### src/hdl/u2cet_pkg.sv
// Shared constants, types and calendar helpers for the UTC to CET/CEST converter.
package u2cet_pkg;

  // Pipeline depth from input register to result register
  localparam int unsigned NUM_STAGES = 10;

  // Accepted input window, 2000-01-01 00:00:00 to 2099-12-31 23:59:59 UTC
  localparam logic [31:0] UTC_MIN = 32'd946684800;
  localparam logic [31:0] UTC_MAX = 32'd4102444799;

  // t / 86400 = (t >> 7) / 675, done as multiply by ceil(2^35 / 675)
  localparam logic [25:0] DAY_RECIP   = 26'd50903317;
  localparam logic [16:0] SEC_PER_DAY = 17'd86400;

  // Days from 1970-01-01 to 2000-01-01
  localparam logic [15:0] EPOCH_2000_DAYS = 16'd10957;

  // Four-year cycle of 1461 days; quotient by multiply with ceil(2^26 / 1461)
  localparam logic [15:0] CYCLE_RECIP = 16'd45934;
  localparam logic [10:0] CYCLE_DAYS  = 11'd1461;

  // Seconds of day to hour and minute
  localparam logic [12:0] HOUR_RECIP    = 13'd4661;   // ceil(2^20 / 225)
  localparam logic [10:0] MIN_RECIP     = 11'd1093;   // ceil(2^14 / 15)
  localparam logic [11:0] SEC_PER_HOUR  = 12'd3600;

  localparam logic [16:0] SUMMER_OFFSET = 17'd7200;
  localparam logic [16:0] WINTER_OFFSET = 17'd3600;

  // x mod 7 for 8-bit x, quotient by multiply with 293 / 2^11
  localparam logic [8:0]  MOD7_RECIP = 9'd293;

  localparam logic [11:0] BASE_YEAR = 12'd2000;

  // Day of year (from zero) of March 31 and October 31 in a common year
  localparam logic [8:0]  MAR31_DOY = 9'd89;
  localparam logic [8:0]  OCT31_DOY = 9'd303;

  // Position of a day inside the 2000-based four-year cycle
  typedef struct packed {
    logic [4:0] cycle;   // four-year cycle index since 2000
    logic [1:0] yic;     // year in cycle, zero is the leap year
    logic [8:0] doy;     // day of year from zero
    logic       leap;
  } ydate_t;

  typedef struct packed {
    logic [3:0] month;
    logic [4:0] day;
  } mday_t;

  // First day of each year within the cycle
  function automatic logic [10:0] year_start(logic [1:0] yic);
    logic [10:0] s;
    unique case (yic)
      2'd0:    s = 11'd0;
      2'd1:    s = 11'd366;
      2'd2:    s = 11'd731;
      default: s = 11'd1096;
    endcase
    return s;
  endfunction

  // Weekday shift of each year start inside the cycle (year_start mod 7)
  function automatic logic [2:0] year_wday_ofs(logic [1:0] yic);
    logic [2:0] w;
    unique case (yic)
      2'd0:    w = 3'd0;
      2'd1:    w = 3'd2;
      2'd2:    w = 3'd3;
      default: w = 3'd4;
    endcase
    return w;
  endfunction

  function automatic logic [2:0] mod7(logic [7:0] x);
    logic [16:0] p;
    logic [7:0]  r;
    p = 17'(x) * 17'(MOD7_RECIP);
    r = x - 8'({2'b00, p[16:11]} * 8'd7);
    return r[2:0];
  endfunction

  // First day of year of a month (index from zero)
  function automatic logic [8:0] month_start(logic [3:0] idx, logic leap);
    logic [8:0] s;
    unique case (idx)
      4'd0:    s = 9'd0;
      4'd1:    s = 9'd31;
      4'd2:    s = 9'd59;
      4'd3:    s = 9'd90;
      4'd4:    s = 9'd120;
      4'd5:    s = 9'd151;
      4'd6:    s = 9'd181;
      4'd7:    s = 9'd212;
      4'd8:    s = 9'd243;
      4'd9:    s = 9'd273;
      4'd10:   s = 9'd304;
      4'd11:   s = 9'd334;
      default: s = 9'd0;
    endcase
    if (idx >= 4'd2) begin
      s = s + 9'(leap);
    end
    return s;
  endfunction

  function automatic mday_t month_day(logic [8:0] doy, logic leap);
    mday_t      md;
    logic [3:0] idx;
    logic [8:0] base;
    idx  = '0;
    base = '0;
    for (int i = 0; i < 12; i++) begin
      if (doy >= month_start(4'(i), leap)) begin
        idx  = 4'(i);
        base = month_start(4'(i), leap);
      end
    end
    md.month = idx + 4'd1;
    md.day   = 5'(doy - base) + 5'd1;
    return md;
  endfunction

endpackage

### src/hdl/u2cet_ctl.sv
// Stage valid bits and advance chain for the converter pipeline.
module u2cet_ctl import u2cet_pkg::*; (
  input  logic                  clk_i,
  input  logic                  rst_ni,
  input  logic                  in_valid_i,
  input  logic                  out_ready_i,
  output logic [NUM_STAGES-1:0] adv_o,
  output logic                  last_valid_o
);

  logic [NUM_STAGES-1:0] valid_q, valid_d;

  // Advance a stage when it is empty or its successor advances
  always_comb begin
    adv_o[NUM_STAGES-1] = !valid_q[NUM_STAGES-1] || out_ready_i;
    for (int k = NUM_STAGES - 2; k >= 0; k--) begin
      adv_o[k] = !valid_q[k] || adv_o[k+1];
    end
  end

  // Shift valid bits along with the data
  always_comb begin
    valid_d = valid_q;
    if (adv_o[0]) begin
      valid_d[0] = in_valid_i;
    end
    for (int k = 1; k < NUM_STAGES; k++) begin
      if (adv_o[k]) begin
        valid_d[k] = valid_q[k-1];
      end
    end
  end

  always_ff @(posedge clk_i or negedge rst_ni) begin
    if (!rst_ni) begin
      valid_q <= '0;
    end else begin
      valid_q <= valid_d;
    end
  end

  assign last_valid_o = valid_q[NUM_STAGES-1];

  // Input stalls only when every stage holds a request and the output is blocked
  a_stall_full: assert property (@(posedge clk_i) disable iff (!rst_ni)
    !adv_o[0] |-> ((&valid_q) && !out_ready_i))
    else $error("input stalled with a bubble in the pipeline");

  // An accepted request occupies the first stage next cycle
  a_accept_lands: assert property (@(posedge clk_i) disable iff (!rst_ni)
    (in_valid_i && adv_o[0]) |=> valid_q[0])
    else $error("accepted request lost at the first stage");

endmodule

### src/hdl/u2cet_split.sv
// Two-stage split of a day count since 2000-01-01 into cycle, year and day of year.
module u2cet_split import u2cet_pkg::*; (
  input  logic        clk_i,
  input  logic [15:0] day_i,
  input  logic [1:0]  en_i,
  output ydate_t      split_o
);

  logic [31:0] qprod;
  logic [15:0] day_q;
  logic [4:0]  cycle_q;
  logic [10:0] rem;
  logic [1:0]  yic;
  ydate_t      split_d, split_q;

  // Find the four-year cycle by reciprocal multiply
  assign qprod = 32'(day_i) * 32'(CYCLE_RECIP);

  always_ff @(posedge clk_i) begin
    if (en_i[0]) begin
      day_q   <= day_i;
      cycle_q <= qprod[30:26];
    end
  end

  // Locate the year inside the cycle and the day inside the year
  always_comb begin
    rem = 11'(day_q - 16'(cycle_q) * 16'(CYCLE_DAYS));
    priority if (rem < 11'd366) begin
      yic = 2'd0;
    end else if (rem < 11'd731) begin
      yic = 2'd1;
    end else if (rem < 11'd1096) begin
      yic = 2'd2;
    end else begin
      yic = 2'd3;
    end
    split_d.cycle = cycle_q;
    split_d.yic   = yic;
    split_d.doy   = 9'(rem - year_start(yic));
    split_d.leap  = (yic == 2'd0);
  end

  always_ff @(posedge clk_i) begin
    if (en_i[1]) begin
      split_q <= split_d;
    end
  end

  assign split_o = split_q;

endmodule

### src/hdl/utc_to_central_europe_local_time_top.sv
// Top level: UTC Unix seconds to Central European local date and time.
//
// Usage:
//   Input channel carries one UTC Unix time (utc_seconds_i) per request with
//   in_valid_i / in_ready_o. Values outside 2000-01-01 .. 2099-12-31 UTC are
//   clamped to that window. The output channel returns local year, month,
//   day, hour and minute plus the summer_time_o flag with out_valid_o /
//   out_ready_i, one result per request, in order.
//   Throughput: one request per cycle, sustained while the receiver keeps
//   out_ready_i high. The pipeline has ten register stages: input register,
//   day division by reciprocal multiply, second of day and rebase to 2000,
//   two stages of four-year-cycle split for the UTC date, the summer-time
//   decision, the offset add, two stages of split for the local date, and
//   the result register.
//   Reset clears all stage valid bits; no result is pending afterwards.
//   When the receiver stalls, the result holds on the output and the earlier
//   stages keep filling their bubbles; in_ready_o drops only once all ten
//   stages hold a request.
module utc_to_central_europe_local_time_top import u2cet_pkg::*; (
  input  logic        clk_i,
  input  logic        rst_ni,
  input  logic        in_valid_i,
  output logic        in_ready_o,
  input  logic [31:0] utc_seconds_i,
  output logic        out_valid_o,
  input  logic        out_ready_i,
  output logic [11:0] local_year_o,
  output logic [3:0]  local_month_o,
  output logic [4:0]  local_day_o,
  output logic [4:0]  local_hour_o,
  output logic [5:0]  local_minute_o,
  output logic        summer_time_o
);

  logic [NUM_STAGES-1:0] adv;

  logic [31:0] t0_q, t0_d;
  logic [31:0] t1_q;
  logic [15:0] day1_q;
  logic [50:0] day_prod;
  logic [31:0] day_secs;
  logic [16:0] sod2_q, sod3_q, sod4_q, sod5_q;
  logic [15:0] d2_q, d3_q, d4_q, d5_q;
  ydate_t      utc_date, loc_date;
  logic [7:0]  wd_base;
  logic [2:0]  mar_wd, oct_wd;
  logic [8:0]  start_doy, end_doy;
  logic        after_start, before_end, summer;
  logic        summer5_q, summer6_q, summer7_q, summer8_q;
  logic [17:0] lsum;
  logic        carry;
  logic [16:0] lsod6_q, lsod7_q;
  logic [15:0] ld6_q;
  logic [25:0] hour_prod;
  logic [4:0]  hour7_q, hour8_q;
  logic [11:0] mh8_q;
  logic [20:0] min_prod;
  mday_t       md;
  logic [11:0] year_q;
  logic [3:0]  month_q;
  logic [4:0]  mday_q;
  logic [4:0]  hour_q;
  logic [5:0]  minute_q;
  logic        summer_q;

  u2cet_ctl u_ctl (
    .clk_i        (clk_i),
    .rst_ni       (rst_ni),
    .in_valid_i   (in_valid_i),
    .out_ready_i  (out_ready_i),
    .adv_o        (adv),
    .last_valid_o (out_valid_o)
  );

  assign in_ready_o = adv[0];

  // Clamp the request into the supported window
  always_comb begin
    priority if (utc_seconds_i < UTC_MIN) begin
      t0_d = UTC_MIN;
    end else if (utc_seconds_i > UTC_MAX) begin
      t0_d = UTC_MAX;
    end else begin
      t0_d = utc_seconds_i;
    end
  end

  always_ff @(posedge clk_i) begin
    if (adv[0]) begin
      t0_q <= t0_d;
    end
  end

  // Divide by seconds per day
  assign day_prod = 51'(t0_q[31:7]) * 51'(DAY_RECIP);

  always_ff @(posedge clk_i) begin
    if (adv[1]) begin
      t1_q   <= t0_q;
      day1_q <= day_prod[50:35];
    end
  end

  // Take the second of day and rebase days to 2000-01-01
  assign day_secs = 32'(33'(day1_q) * 33'(SEC_PER_DAY));

  always_ff @(posedge clk_i) begin
    if (adv[2]) begin
      sod2_q <= 17'(t1_q - day_secs);
      d2_q   <= day1_q - EPOCH_2000_DAYS;
    end
  end

  // Split the UTC day to find its year
  u2cet_split u_utc_split (
    .clk_i   (clk_i),
    .day_i   (d2_q),
    .en_i    (adv[4:3]),
    .split_o (utc_date)
  );

  always_ff @(posedge clk_i) begin
    if (adv[3]) begin
      sod3_q <= sod2_q;
      d3_q   <= d2_q;
    end
    if (adv[4]) begin
      sod4_q <= sod3_q;
      d4_q   <= d3_q;
    end
  end

  // Decide summer time from the last Sundays of March and October
  always_comb begin
    wd_base   = 8'({3'b000, utc_date.cycle} * 8'd5) + 8'(year_wday_ofs(utc_date.yic))
              + 8'(utc_date.leap);
    mar_wd    = mod7(wd_base + 8'd11);
    oct_wd    = mod7(wd_base + 8'd8);
    start_doy = MAR31_DOY + 9'(utc_date.leap) - 9'(mar_wd);
    end_doy   = OCT31_DOY + 9'(utc_date.leap) - 9'(oct_wd);
    after_start = (utc_date.doy > start_doy)
               || ((utc_date.doy == start_doy) && (sod4_q >= 17'(SEC_PER_HOUR)));
    before_end  = (utc_date.doy < end_doy)
               || ((utc_date.doy == end_doy) && (sod4_q < 17'(SEC_PER_HOUR)));
    summer      = after_start && before_end;
  end

  always_ff @(posedge clk_i) begin
    if (adv[5]) begin
      summer5_q <= summer;
      sod5_q    <= sod4_q;
      d5_q      <= d4_q;
    end
  end

  // Add the offset and carry into the next day
  always_comb begin
    lsum  = 18'(sod5_q) + 18'(summer5_q ? SUMMER_OFFSET : WINTER_OFFSET);
    carry = (lsum >= 18'(SEC_PER_DAY));
  end

  always_ff @(posedge clk_i) begin
    if (adv[6]) begin
      lsod6_q   <= carry ? 17'(lsum - 18'(SEC_PER_DAY)) : 17'(lsum);
      ld6_q     <= d5_q + 16'(carry);
      summer6_q <= summer5_q;
    end
  end

  // Split the local day; derive hour alongside
  u2cet_split u_loc_split (
    .clk_i   (clk_i),
    .day_i   (ld6_q),
    .en_i    (adv[8:7]),
    .split_o (loc_date)
  );

  assign hour_prod = 26'(lsod6_q[16:4]) * 26'(HOUR_RECIP);

  always_ff @(posedge clk_i) begin
    if (adv[7]) begin
      hour7_q   <= hour_prod[24:20];
      lsod7_q   <= lsod6_q;
      summer7_q <= summer6_q;
    end
    if (adv[8]) begin
      mh8_q     <= 12'(lsod7_q - 17'(hour7_q) * 17'(SEC_PER_HOUR));
      hour8_q   <= hour7_q;
      summer8_q <= summer7_q;
    end
  end

  // Form month, day, minute and year for the result register
  assign min_prod = 21'(mh8_q[11:2]) * 21'(MIN_RECIP);
  assign md       = month_day(loc_date.doy, loc_date.leap);

  always_ff @(posedge clk_i) begin
    if (adv[9]) begin
      year_q   <= BASE_YEAR + 12'({loc_date.cycle, 2'b00}) + 12'(loc_date.yic);
      month_q  <= md.month;
      mday_q   <= md.day;
      hour_q   <= hour8_q;
      minute_q <= min_prod[19:14];
      summer_q <= summer8_q;
    end
  end

  assign local_year_o   = year_q;
  assign local_month_o  = month_q;
  assign local_day_o    = mday_q;
  assign local_hour_o   = hour_q;
  assign local_minute_o = minute_q;
  assign summer_time_o  = summer_q;

  a_fields_in_range: assert property (@(posedge clk_i) disable iff (!rst_ni)
    out_valid_o |-> (local_month_o >= 4'd1 && local_month_o <= 4'd12
                     && local_day_o >= 5'd1 && local_hour_o <= 5'd23
                     && local_minute_o <= 6'd59))
    else $error("local time field out of range");

  a_summer_months: assert property (@(posedge clk_i) disable iff (!rst_ni)
    (out_valid_o && summer_time_o) |-> (local_month_o >= 4'd3 && local_month_o <= 4'd10))
    else $error("summer time flagged outside March to October");

  a_year_rollover: assert property (@(posedge clk_i) disable iff (!rst_ni)
    (out_valid_o && local_year_o == 12'd2100)
      |-> (local_month_o == 4'd1 && local_day_o == 5'd1 && !summer_time_o))
    else $error("year 2100 beyond January 1");

endmodule
### config.mk
export PLATFORM = sky130hd
export DESIGN_NAME = utc_to_central_europe_local_time_top
export DESIGN_NICKNAME = d
export VERILOG_FILES = /design/src/hdl/u2cet_pkg.sv /design/src/hdl/u2cet_ctl.sv /design/src/hdl/u2cet_split.sv /design/src/hdl/utc_to_central_europe_local_time_top.sv
export SDC_FILE = /design/constraint.sdc
export NUM_CORES = 2
export LEC_CHECK = 0
export ABC_AREA = 0
export BUFFER_PORTS_ARGS = -buffer_cell sky130_fd_sc_hd__buf_4
export CAP_MARGIN = 20
export CORE_ASPECT_RATIO = 1.5
export CORE_MARGIN = 4
export CORE_UTILIZATION = 60
export CTS_BUF_LIST = sky130_fd_sc_hd__clkbuf_16
export CTS_CLUSTER_SIZE = 12
export DETAILED_ROUTE_END_ITERATION = 7
export PLACE_DENSITY = 0.77
export SLEW_MARGIN = 0
export SYNTH_ARGS = -nofsm -noshare
export SYNTH_HDL_FRONTEND = slang
export SYNTH_SLANG_ARGS = --single-unit
### constraint.sdc
create_clock -name clk_i -period 10.11 [get_ports clk_i]
set_input_delay 2.022 -clock clk_i [delete_from_list [all_inputs] [get_ports clk_i]]
set_output_delay 2.022 -clock clk_i [all_outputs]
set_load 0.05 [all_outputs]
==> flow_summary.toml <==
[cells_and_area]
syn2layout_area_growth_pct = 7.105
nFillCells = 5056
regArea_sq_um = 10340
drive_gt1_share_pct = 4.417
multi_input_area_sq_um = 26920
n_antenna_cell = 0
fin_nets = 5058

[clock_network]
clk_latency_ps = 580
cts-resized-gates = 0
cts_tree = "done"
htree_levels = 2
cts_setup_buffers = 0
cts-root-buf = "clkbuf_16"
cts_max_path_buffers = 3
cts_inserted_buffers = 39
cts.sinks = 346
clk_pin_slew_ps = 60
holdBufCountCts = 0

[floorplan]
fp-row-count = 116
core_region_area_sq_um = 66910
ios = 71
initial_core_util_pct = 60.61
dieWidth_microns = 220.3
die_h_microns = 326.4
die_area_sq_um = 71900

[setup_path]
worstPathMaxFanout = 6
max_stage_delay_ps = 490
worstSetupStartpointType = "flop"
critPathCaptureType = "flop"
cp.depth = 38
reg2reg_to = "summer5_q$_DFFE_PP_"
rrSetupSlack_ps = 1150
critPathRequiredTime_ps = 10420
crit_path_top_delay_cell = "xor2_1"
r2r-start = "u_utc_split.split_o[11]$_DFFE_PP_"
crit_start = "u_utc_split.split_o[11]$_DFFE_PP_"
crit_type = "flop to flop"
cp-endpoint = "summer5_q$_DFFE_PP_"
crit_arrival_ps = 9270
path_common_cell = "ha_1"
path_delay_family = "adder cells"
path_buf_inv = 4
reg2reg_depth = 38

[sta]
setup_violations = 0
hold_ws_ps = 412.7
finalHoldViolCount = 0
drv_slew = 0
slew_headroom_pct = 29.03
finalCritPeriodShare_pct = 88.65
period_needed_ps = 8963
layout_setup_ws_ps = 1147
tightest_slew_ps = 1063
max_freq_mhz = 111.6
fin_skew_ps = 21.26
rsz0062_at_grt = "no"
tns_ps = 0

[yosys]
synth-simple-area-share_pct = 4.705
ys_seq_area_share_pct = 25.50
ys.flop_type = "edfxtp_1"
synth_top_family_by_area = "adder cells"
yosys.area.top_type = "ha_1"
async_flop_share_pct = 2.890
synth_compound_area_share_pct = 6.235
yosys_register_bits = 346
synthAdderAreaFrac_pct = 50.67
ys_types = 79
synthesis.instances = 3555
avgSynthCellArea_sq_um = 11.41
synth_mux_area_share_pct = 0.1080
synthesis.area_sq_um = 40550
yosys_warnings = 0
synth_xor_area_share_pct = 4.640
synth_edf_count = 336
ys_top_cells_by_area = "ha_1 28%, edfxtp_1 25%, fa_1 23%"
syn_nets = 4952
yosysTopAreaCellShare_pct = 27.52

[global_routing]
grt_start_max_net_pins = 51
grt_pass1_vias = 27928
antenna_found_initial = 0
grt_overflow = 0
globalRouteTotalUtil_pct = 22.71
grt_pass1_wl_mm = 131.3

[route]
viasPerCell = 5.452
top_layer = "met4"
drt_pre_antenna_iters = 5
ant_nets = 0
vias = 24945
drc_errors = 0
dr_wl_met2_mm = 43.57
wl_met1_mm = 27.36
drt-wirelength-per-cell_microns = 16.89
drt_wl_total_mm = 77.25
drtIter0Drc = 954
wl_met3_mm = 2.118

[place]
dp_slack_ps = 1069
hpwl_mm = 66.14
numPortBuffers = 70
gp_congestion = 0.9104

[outcome]
status = "completed"

[min_path]
min_path_type = "flop to flop"

[run]
max_cap_violations = 0
-- routing by layer --
layer	track usage, %	vias up
li1	-	11977
met5	0	-
met4	10.19	0
met2	44.75	468
met1	23.69	12259
met3	2.298	241
-- sequential cells by signal, indices dropped and copies added (netlist names), 11 cells and up --
name	cells
u_loc_split.split_o	17
sod2_q	15
t1_q	15
sod4_q	15
u_utc_split.split_o	17
u_utc_split.day_q	16
d2_q	16
ld6_q	16
u_loc_split.day_q	11
d5_q	16
t0_q	30
d4_q	16
sod3_q	15
lsod6_q	15
sod5_q	15
day1_q	16
-- per-stage QoR --
step,std cells,instance area (sq um),utilization [%]
2_1_floorplan,3555,40550,-
3_3_place_gp,4505,42200,63.07
3_5_place_dp,4505,42200,63.07
4_1_cts,4575,43440,64.92
5_1_grt,4575,43440,64.92
6_report,4575,43440,64.92
-- kinds of logic (layout without fill, tap and decap cells) --
kind of cell / count (synthesis) / after routing
XOR/XNOR: 214 / 214
adder cells (fa/ha/maj): 1361 / 1361
AND/OR/NAND/NOR: 371 / 371
AO/OA/AOI/OAI: 384 / 384
buffers and inverters: 875 / 1010
flip-flops: 346 / 346
multiplexers: 4 / 4
-- worst min path at each step --
stage / slack, ps / to / depth (start not counted) / startpoint
floorplan: 400 / d4_q[11]$_DFFE_PP_ / 0 / u_utc_split.day_q[11]$_DFFE_PP_
global placement: 400 / sod4_q[11]$_DFFE_PP_ / 0 / sod3_q[11]$_DFFE_PP_
detailed placement: 400 / sod3_q[13]$_DFFE_PP_ / 0 / sod2_q[13]$_DFFE_PP_
CTS: 410 / sod4_q[7]$_DFFE_PP_ / 0 / sod3_q[7]$_DFFE_PP_
global route: 420 / sod3_q[9]$_DFFE_PP_ / 0 / sod2_q[9]$_DFFE_PP_
finish: 410 / sod3_q[13]$_DFFE_PP_ / 0 / sod2_q[13]$_DFFE_PP_
-- layout by cell type, fill, tap and decap left out, drive strengths merged, types with 6 or more instances in the layout --
cell | Yosys | routed
nand3 | 34 | 34
nor2b | 31 | 31
nor2 | 80 | 80
o211ai | 11 | 11
nor3 | 30 | 30
xnor2 | 153 | 153
and3 | 19 | 19
nor4 | 7 | 7
o21bai | 20 | 20
edfxtp | 336 | 336
a21o | 50 | 50
o21a | 32 | 32
clkbuf | 12 | 39
ha | 892 | 892
xor2 | 61 | 61
nand4 | 22 | 22
buf | 4 | 81
and2 | 8 | 8
a21oi | 112 | 112
a21boi | 6 | 6
o21ai | 71 | 71
inv | 859 | 872
or3 | 10 | 10
nand2 | 79 | 79
or2 | 6 | 6
fa | 469 | 469
dfrtp | 10 | 10
a211oi | 13 | 13
nand2b | 28 | 28
clkinv | 0 | 15
a31oi | 14 | 14
-- Yosys cell counts, types with 13 or more instances --
cell type and number:
o21bai_1 20, nor2b_1 31, nand3_1 32, a211oi_1 13
a31oi_1 14, inv_1 858, a21o_1 50, edfxtp_1 336
xnor2_1 153, nand4_1 22, o21a_1 32, ha_1 892
nor2_1 79, fa_1 469, o21ai_0 69, and3_1 19
nor3_1 28, a21oi_1 108, xor2_1 60, nand2_1 79
nand2b_1 28
-- area by class of cell --
class / count / share of cell area, %
sequential: 346 / 23.81
clock buffer: 39 / 2.247
multi-input combinational: 2334 / 61.97
timing repair buffer: 81 / 1.400
inverter: 859 / 7.429
tap: 885 / 2.549
clock inverter: 31 / 0.5992
Power is left out: the tool's default activity adds up to more than one toggle a clock period on the data nets, which glitch-free logic cannot reach.
